[src/rtl/sfpx_pkg.sv]
// Types and constants of the serial frame parser.
`timescale 1ns / 1ps

package sfpx_pkg;

    localparam int unsigned BYTE_W   = 8;
    localparam int unsigned STATUS_W = 3;
    localparam int unsigned OUT_TDATA_W = 56;

    localparam logic [BYTE_W-1:0] CH_START = 8'h24;
    localparam logic [BYTE_W-1:0] CH_HDR   = 8'h4D;
    localparam logic [BYTE_W-1:0] CH_REPLY = 8'h3E;
    localparam logic [BYTE_W-1:0] CH_ERROR = 8'h21;

    localparam logic [STATUS_W-1:0] ST_OK       = 3'd0;
    localparam logic [STATUS_W-1:0] ST_BAD_HDR  = 3'd1;
    localparam logic [STATUS_W-1:0] ST_BAD_DIR  = 3'd2;
    localparam logic [STATUS_W-1:0] ST_ERR_ID   = 3'd3;
    localparam logic [STATUS_W-1:0] ST_BAD_CHK  = 3'd4;

    localparam logic RT_PAYLOAD = 1'b0;
    localparam logic RT_STATUS  = 1'b1;

    typedef enum logic [3:0] {
        PH_HUNT = 4'd0,
        PH_HDR  = 4'd1,
        PH_DIR  = 4'd2,
        PH_LEN  = 4'd3,
        PH_ID   = 4'd4,
        PH_DATA = 4'd5,
        PH_CHK  = 4'd6,
        PH_ELEN = 4'd7,
        PH_EID  = 4'd8
    } t_phase;

    typedef struct packed {
        logic                result_type;
        logic [BYTE_W-1:0]   frame_id;
        logic [BYTE_W-1:0]   payload_byte;
        logic [BYTE_W-1:0]   byte_index;
        logic [BYTE_W-1:0]   payload_length;
        logic [STATUS_W-1:0] status;
        logic [BYTE_W-1:0]   received_checksum;
        logic [BYTE_W-1:0]   expected_checksum;
        logic                last;
    } t_result;

endpackage

[src/rtl/sfpx_in_stage.sv]
// Input register of the frame parser.
`timescale 1ns / 1ps

module sfpx_in_stage
    import sfpx_pkg::*;
(
    input  logic              i_clk,
    input  logic              i_rst_n,
    input  logic              i_valid,
    output logic              o_ready,
    input  logic [BYTE_W-1:0] i_byte,
    input  logic              i_take,
    output logic              o_valid,
    output logic [BYTE_W-1:0] o_byte
);

    logic              r_valid;
    logic [BYTE_W-1:0] r_byte;

    assign o_ready = !r_valid || i_take;
    assign o_valid = r_valid;
    assign o_byte  = r_byte;

    always_ff @(posedge i_clk) begin
        if (!i_rst_n) begin
            r_valid <= 1'b0;
        end else if (o_ready) begin
            r_valid <= i_valid;
        end
    end

    always_ff @(posedge i_clk) begin
        if (i_valid && o_ready) begin
            r_byte <= i_byte;
        end
    end

endmodule

[src/rtl/sfpx_parse.sv]
// Frame parser state and per-byte decode.
`timescale 1ns / 1ps

module sfpx_parse
    import sfpx_pkg::*;
(
    input  logic              i_clk,
    input  logic              i_rst_n,
    input  logic              i_step,
    input  logic [BYTE_W-1:0] i_byte,
    output logic              o_res_valid,
    output t_result           o_res
);

    t_phase            r_phase, n_phase;
    logic [BYTE_W-1:0] r_len, n_len;
    logic [BYTE_W-1:0] r_left, n_left;
    logic [BYTE_W-1:0] r_ident, n_ident;
    logic [BYTE_W-1:0] r_check, n_check;
    logic [BYTE_W-1:0] r_index, n_index;

    always_ff @(posedge i_clk) begin
        if (!i_rst_n) begin
            r_phase <= PH_HUNT;
            r_len   <= '0;
            r_left  <= '0;
            r_ident <= '0;
            r_check <= '0;
            r_index <= '0;
        end else if (i_step) begin
            r_phase <= n_phase;
            r_len   <= n_len;
            r_left  <= n_left;
            r_ident <= n_ident;
            r_check <= n_check;
            r_index <= n_index;
        end
    end

    always_comb begin
        n_phase     = r_phase;
        n_len       = r_len;
        n_left      = r_left;
        n_ident     = r_ident;
        n_check     = r_check;
        n_index     = r_index;
        o_res_valid = 1'b0;
        o_res       = '0;
        o_res.result_type = RT_STATUS;
        o_res.last        = 1'b1;
        case (r_phase)
            PH_HDR: begin
                if (i_byte == CH_HDR) begin
                    n_phase = PH_DIR;
                end else begin
                    n_phase      = PH_HUNT;
                    o_res_valid  = 1'b1;
                    o_res.status = ST_BAD_HDR;
                end
            end
            PH_DIR: begin
                if (i_byte == CH_REPLY) begin
                    n_phase = PH_LEN;
                end else if (i_byte == CH_ERROR) begin
                    n_phase = PH_ELEN;
                end else begin
                    n_phase      = PH_HUNT;
                    o_res_valid  = 1'b1;
                    o_res.status = ST_BAD_DIR;
                end
            end
            PH_LEN: begin
                n_len   = i_byte;
                n_check = i_byte;
                n_phase = PH_ID;
            end
            PH_ID: begin
                n_ident = i_byte;
                n_check = r_check ^ i_byte;
                n_index = '0;
                n_left  = r_len;
                n_phase = (r_len == '0) ? PH_CHK : PH_DATA;
            end
            PH_DATA: begin
                o_res_valid          = 1'b1;
                o_res.result_type    = RT_PAYLOAD;
                o_res.last           = 1'b0;
                o_res.frame_id       = r_ident;
                o_res.payload_byte   = i_byte;
                o_res.byte_index     = r_index;
                o_res.payload_length = r_len;
                o_res.status         = ST_OK;
                n_check = r_check ^ i_byte;
                n_index = r_index + 1'b1;
                n_left  = r_left - 1'b1;
                if (n_left == '0) begin
                    n_phase = PH_CHK;
                end
            end
            PH_CHK: begin
                n_phase                 = PH_HUNT;
                o_res_valid             = 1'b1;
                o_res.frame_id          = r_ident;
                o_res.payload_length    = r_len;
                o_res.status            = (i_byte == r_check) ? ST_OK : ST_BAD_CHK;
                o_res.received_checksum = i_byte;
                o_res.expected_checksum = r_check;
            end
            PH_ELEN: begin
                n_len   = i_byte;
                n_phase = PH_EID;
            end
            PH_EID: begin
                n_ident              = i_byte;
                n_phase              = PH_HUNT;
                o_res_valid          = 1'b1;
                o_res.frame_id       = i_byte;
                o_res.payload_length = r_len;
                o_res.status         = ST_ERR_ID;
            end
            default: begin
                n_phase = (i_byte == CH_START) ? PH_HDR : PH_HUNT;
            end
        endcase
    end

endmodule

[src/rtl/sfpx_out_stage.sv]
// Result register of the frame parser.
`timescale 1ns / 1ps

module sfpx_out_stage
    import sfpx_pkg::*;
(
    input  logic                   i_clk,
    input  logic                   i_rst_n,
    input  logic                   i_res_valid,
    input  t_result                i_res,
    output logic                   o_ready,
    output logic                   o_tvalid,
    input  logic                   i_tready,
    output logic [OUT_TDATA_W-1:0] o_tdata,
    output logic                   o_tuser,
    output logic                   o_tlast
);

    logic    r_valid;
    t_result r_res;

    assign o_ready  = !r_valid || i_tready;
    assign o_tvalid = r_valid;
    assign o_tuser  = r_res.result_type;
    assign o_tlast  = r_res.last;
    assign o_tdata  = {5'd0,
                       r_res.expected_checksum,
                       r_res.received_checksum,
                       r_res.status,
                       r_res.payload_length,
                       r_res.byte_index,
                       r_res.payload_byte,
                       r_res.frame_id};

    always_ff @(posedge i_clk) begin
        if (!i_rst_n) begin
            r_valid <= 1'b0;
        end else if (o_ready) begin
            r_valid <= i_res_valid;
        end
    end

    always_ff @(posedge i_clk) begin
        if (o_ready && i_res_valid) begin
            r_res <= i_res;
        end
    end

endmodule

[src/rtl/serial_frame_parser_xor_unit.sv]
// Top level of the serial frame parser with XOR checksum.
// Usage:
//   Slave stream: one received serial byte per request on i_s_axis_tdata.
//   Master stream: zero or one result per byte; tuser is the result type
//   (payload byte or status), tlast marks every status result.
//   The parser hunts for '$', 'M' and a direction byte; for a reply it
//   emits each payload byte with its id and index and closes the frame with a status
//   that carries the received and locally computed XOR checksum.
//   A byte accepted into the input register is decoded combinationally and its
//   result, if any, is captured in the result register once that register can
//   take it.
//   Throughput: one byte per cycle while the receiver holds tready high; the
//   per-byte decode is a single combinational step between the input register and the result register.
//   Reset (i_rst_n low at a clock edge) empties both registers and returns
//   the parser to hunting. When the receiver holds tready low the result
//   register holds, the input register fills, and o_s_axis_tready drops
//   until the result is taken.
`timescale 1ns / 1ps

module serial_frame_parser_xor_unit
    import sfpx_pkg::*;
(
    input  logic                   i_clk,
    input  logic                   i_rst_n,
    input  logic                   i_s_axis_tvalid,
    output logic                   o_s_axis_tready,
    input  logic [BYTE_W-1:0]      i_s_axis_tdata,   // [7:0] rx_byte
    output logic                   o_m_axis_tvalid,
    input  logic                   i_m_axis_tready,
    // [7:0] frame id, [15:8] payload_byte, [23:16] byte_index,
    // [31:24] payload_length, [34:32] status, [42:35] received_checksum,
    // [50:43] expected_checksum, [55:51] zero
    output logic [OUT_TDATA_W-1:0] o_m_axis_tdata,
    output logic                   o_m_axis_tuser,   // [0] result_type
    output logic                   o_m_axis_tlast    // last
);

    logic              w_in_valid;
    logic [BYTE_W-1:0] w_in_byte;
    logic              w_out_ready;
    logic              w_step;
    logic              w_res_valid;
    t_result           w_res;

    assign w_step = w_in_valid && w_out_ready;

    sfpx_in_stage u_in (
        .i_clk   (i_clk),
        .i_rst_n (i_rst_n),
        .i_valid (i_s_axis_tvalid),
        .o_ready (o_s_axis_tready),
        .i_byte  (i_s_axis_tdata),
        .i_take  (w_out_ready),
        .o_valid (w_in_valid),
        .o_byte  (w_in_byte)
    );

    sfpx_parse u_parse (
        .i_clk       (i_clk),
        .i_rst_n     (i_rst_n),
        .i_step      (w_step),
        .i_byte      (w_in_byte),
        .o_res_valid (w_res_valid),
        .o_res       (w_res)
    );

    sfpx_out_stage u_out (
        .i_clk       (i_clk),
        .i_rst_n     (i_rst_n),
        .i_res_valid (w_step && w_res_valid),
        .i_res       (w_res),
        .o_ready     (w_out_ready),
        .o_tvalid    (o_m_axis_tvalid),
        .i_tready    (i_m_axis_tready),
        .o_tdata     (o_m_axis_tdata),
        .o_tuser     (o_m_axis_tuser),
        .o_tlast     (o_m_axis_tlast)
    );

endmodule

[config.mk]
export PLATFORM = sky130hd
export DESIGN_NAME = serial_frame_parser_xor_unit
export DESIGN_NICKNAME = d
export VERILOG_FILES = /design/src/rtl/sfpx_pkg.sv /design/src/rtl/sfpx_in_stage.sv /design/src/rtl/sfpx_parse.sv /design/src/rtl/sfpx_out_stage.sv /design/src/rtl/serial_frame_parser_xor_unit.sv
export SDC_FILE = /design/constraint.sdc
export NUM_CORES = 1
export LEC_CHECK = 0
export BUFFER_PORTS_ARGS = -buffer_cell sky130_fd_sc_hd__clkbuf_2
export CAP_MARGIN = 20
export CORE_MARGIN = 3
export CORE_UTILIZATION = 56
export CTS_CLUSTER_SIZE = 12
export DETAILED_ROUTE_END_ITERATION = 6
export GPL_TIMING_DRIVEN = 0
export HOLD_SLACK_MARGIN = 0.05
export PLACE_DENSITY = 0.83
export REMOVE_ABC_BUFFERS = 1
export SYNTH_ARGS = -nofsm -noshare
export SYNTH_HDL_FRONTEND = slang
export SYNTH_SLANG_ARGS = --single-unit
[constraint.sdc]
create_clock -name i_clk -period 5.2 [get_ports i_clk]
set_clock_uncertainty 0.05 [all_clocks]
set_input_delay 0.26 -clock i_clk [delete_from_list [all_inputs] [get_ports i_clk]]
set_output_delay 0.26 -clock i_clk [all_outputs]
set_load 0.01 [all_outputs]
==> flow_metrics.py <==
metrics = {
    "status": {
        "status": "complete, no violations",
    },
    "final_layout": {
        "design.final.nets": 508,
        "fillerInstances": 652,
        "most_used_cells_in_the_layout_excluding_fill_and_tap_cells": "66 x clkbuf_2, 60 x edfxtp_1, 46 x dfxtp_1",
        "area_delta_synth_final_pct": 13.0,
        "diodes": 0,
        "sequential_cell_area_mm2": 0.00272,
        "layout_commonest_cell": "clkbuf_2",
        "post_route_cells_drive_above_1_share_pct": 19.3,
        "multiInputGateArea_mm2": 0.00190,
        "postLayoutCellArea_mm2": 0.00541,
    },
    "logic_synthesis": {
        "postSynthCellCount": 436,
        "synth_enable_flop_cells": 60,
        "synthesis.area_per_instance_um2": 11.0,
        "synth_top_cells_by_area": "edfxtp_1 38%, dfxtp_1 19%, and2_1 4.7%",
        "postSynthRegisterBits": 106,
        "synthesis.area_mm2": 0.00479,
        "yosysTopAreaCellShare_pct": 37.6,
        "yosysSeqAreaShare_pct": 56.8,
        "synth_top_area_cell": "edfxtp_1",
        "synthArstFlopShare_pct": 0,
        "synth.distinct_cells": 56,
        "synth_warnings": 0,
        "postSynth.topFlopCell": "edfxtp_1",
    },
    "global_routing": {
        "grt_remaining_overflow": 0,
        "gr-usage-all-layers_pct": 20.0,
        "grt_pass1_vias": 3202,
        "antenna_found_initial": 0,
        "grt_max_degree": 42,
        "grt_first_pass_wirelength_um": 15600,
    },
    "timing": {
        "finalWorstPathRequiredPeriod_ns": 2.92,
        "final.setup.tns_ns": 0,
        "fmax_mhz": 343,
        "hold_viol": 0,
        "rsz0062_at_grt": "no",
        "post-route-worst-setup-slack_ns": 2.28,
        "report.final.setup_viol": 0,
        "slew-limit-headroom_pct": 47.2,
        "worstMarginPinSlew_ns": 0.791,
        "final_max_slew_viol_count": 0,
        "layout_worst_path_cycle_share_pct": 56.1,
        "fin_hold_ws_ns": 0.0928,
    },
    "critical_path": {
        "reg2reg_to": "u_out.o_tdata[32]$_DFFE_PP_",
        "worstPathRequired_ns": 5.21,
        "cp_data_arrival_time_ns": 2.92,
        "r2r.worst_path.cells": 6,
        "worstSetupEndpointType": "flop",
        "critical_path_peak_fanout": 31,
        "worstReg2RegStart": "u_in.o_byte[1]$_DFFE_PP_",
        "worst-setup-path-type": "flop to flop",
        "timing.critical_path.from_type": "flop",
        "regToRegSetupSlack_ns": 2.28,
    },
    "place": {
        "gpl.final_weighted_congestion": 0.951,
        "io_buffer_count": 66,
        "detailedPlace.worstSlack_ns": 2.36,
        "place_hpwl_um": 6430,
        "postPlaceCellArea_mm2": 0.00514,
    },
    "clock_network": {
        "clock_tree.root_cell": "clkbuf_8",
        "numClockSinks": 106,
        "cts_buffers": 9,
        "clock_latency_ns": 0.37,
        "cts.path.max_buffers": 2,
        "tritoncts": "done",
        "post_cts.resized_instances": 0,
        "h-tree-depth": 3,
        "cts.clk_slew.worst_paths_ns": 0.10,
    },
    "floorplanning": {
        "core_footprint_mm2": 0.00826,
        "rows": 33,
        "initial_core_util_pct": 58.0,
        "chipWidth_um": 98.5,
        "design.portCount": 72,
        "floorplan.die_area_mm2": 0.00970,
        "dieHeight_um": 98.5,
    },
    "detailed_routing": {
        "postRouteWirelength_um": 9500,
        "initialDrtViolationCount": 128,
        "wl_per_instance_um": 15.7,
        "route.vias.total": 3364,
        "dr.pass1.iters": 5,
        "routed_via_density": 5.58,
        "post-route-drc-count": 0,
        "drtAntennaViolNets": 0,
    },
    "hold_path": {
        "timing.hold.worst.class": "input port to flop",
        "hold_path_startpoint": "i_s_axis_tvalid",
        "holdPathStages": 3,
        "hold_path_sink": "u_in.o_valid$_SDFFE_PN0N_",
    },
    "power_and_ir_drop": {
        "tot_pwr_mw": 1.46,
        "ir_drop_v": 0.000146,
        "cellPowerDensity_mw_per_mm2": 271,
        "p_leak_nw": 2.03,
    },
    "flow_run": {
        "timing.max_cap.violations": 0,
    },
}
## cell families (layout without fill, tap and decap cells)
logic type,count (synthesis),after routing,share of synthesized area [%]
AO/OA/AOI/OAI,75,75,10.7
adder cells (fa/ha/maj),3,3,0.784
multiplexers,17,17,3.58
flip-flops,106,106,56.8
AND/OR/NAND/NOR,173,173,20.4
other,1,5,0.0783
buffers and inverters,41,99,3.94
XOR/XNOR,20,20,3.66
## through the flow
| stage | utilization (%) | instances |
|---|---|---|
| 3_5_place_dp | 62.2 | 578 |
| 5_1_grt | 65.6 | 603 |
| 4_1_cts | 65.5 | 602 |
| 3_3_place_gp | 61.8 | 576 |
| 6_report | 65.6 | 603 |
| 2_1_floorplan | - | 405 |
## sequential cells by signal, summed over array words and instances, names as in the netlist
| signal | cells |
|---|---|
| u_parse.r_check | 8 |
| u_parse.r_ident | 8 |
| u_out.o_tdata | 51 |
| u_out.o_tuser | 1 |
| u_parse.r_index | 8 |
| u_parse.r_left | 8 |
| u_parse.r_phase | 4 |
| u_out.o_tvalid | 1 |
| u_in.o_byte | 8 |
| u_in.o_valid | 1 |
| u_parse.r_len | 8 |
## cell type report
cell class,count,area share [%]
sequential,106,50.3
clock buffer,10,2.54
multi-input combinational,293,35.1
tap,105,2.43
inverter,6,0.416
timing repair buffer,77,8.30
clock inverter,6,0.924
## synth_stat cells (5+ instances only)
cell	instances
nor3_1	7
nor2b_1	29
clkbuf_1	19
nor2_1	29
nor4_1	7
xor2_1	15
dfxtp_1	46
inv_1	5
a22o_1	8
nand2_1	31
edfxtp_1	60
buf_4	6
nand3_1	5
buf_2	10
a21oi_1	9
nand2b_1	6
and2_1	36
mux2i_1	16
o21ai_1	6
a21boi_1	13
xnor2_1	5
o21ai_0	19
## worst max path at each step
stage / start / end / slack (ns) / cells after the start
6_report: u_in.o_byte[1]$_DFFE_PP_ / u_out.o_tdata[32]$_DFFE_PP_ / 2.28 / 6
4_1_cts: u_in.o_byte[0]$_DFFE_PP_ / u_out.o_tdata[32]$_DFFE_PP_ / 2.34 / 6
3_3_place_gp: u_in.o_byte[0]$_DFFE_PP_ / u_out.o_tdata[49]$_SDFFCE_PN0P_ / 0.11 / 5
3_5_place_dp: u_in.o_byte[1]$_DFFE_PP_ / u_out.o_tdata[32]$_DFFE_PP_ / 2.36 / 6
2_1_floorplan: u_in.o_byte[0]$_DFFE_PP_ / u_out.o_tdata[0]$_DFFE_PP_ / 1.24 / 5
5_1_grt: u_parse.r_phase[0]$_SDFFE_PN0P_ / u_out.o_tdata[14]$_SDFFCE_PN0P_ / 2.17 / 5
## critical path: stages (launching register included)
cell and delay [ns]:
edfxtp_1 0.70, or4b_4 0.28, nor4_4 0.06, o41ai_2 0.54, nor2_1 0.15, nor2_4 0.53, buf_12 0.28
## layer usage
metal  up-vias  wire length, um  GRT usage (%)
met1      1605             4350           26.4
li1       1647                -              -
met5         -                0              0
met4         0              139           6.62
met3        15              478           4.03
met2        97             4530           33.4
## power breakdown
group          leakage (nW)  switching, mW  internal, mW
logic                  1.04         0.0382        0.0299
clock network        0.0891          0.285         0.192
registers             0.900         0.0229         0.898
total                  2.03          0.346          1.12
## timing repair
| item | 4_1_cts | 5_1_grt |
|---|---|---|
| hold buffers | 8 | 0 |
| buffers inserted | 0 | 0 |
| hold endpoints to repair | 8 | 0 |
(Power assumes the default switching activity.)
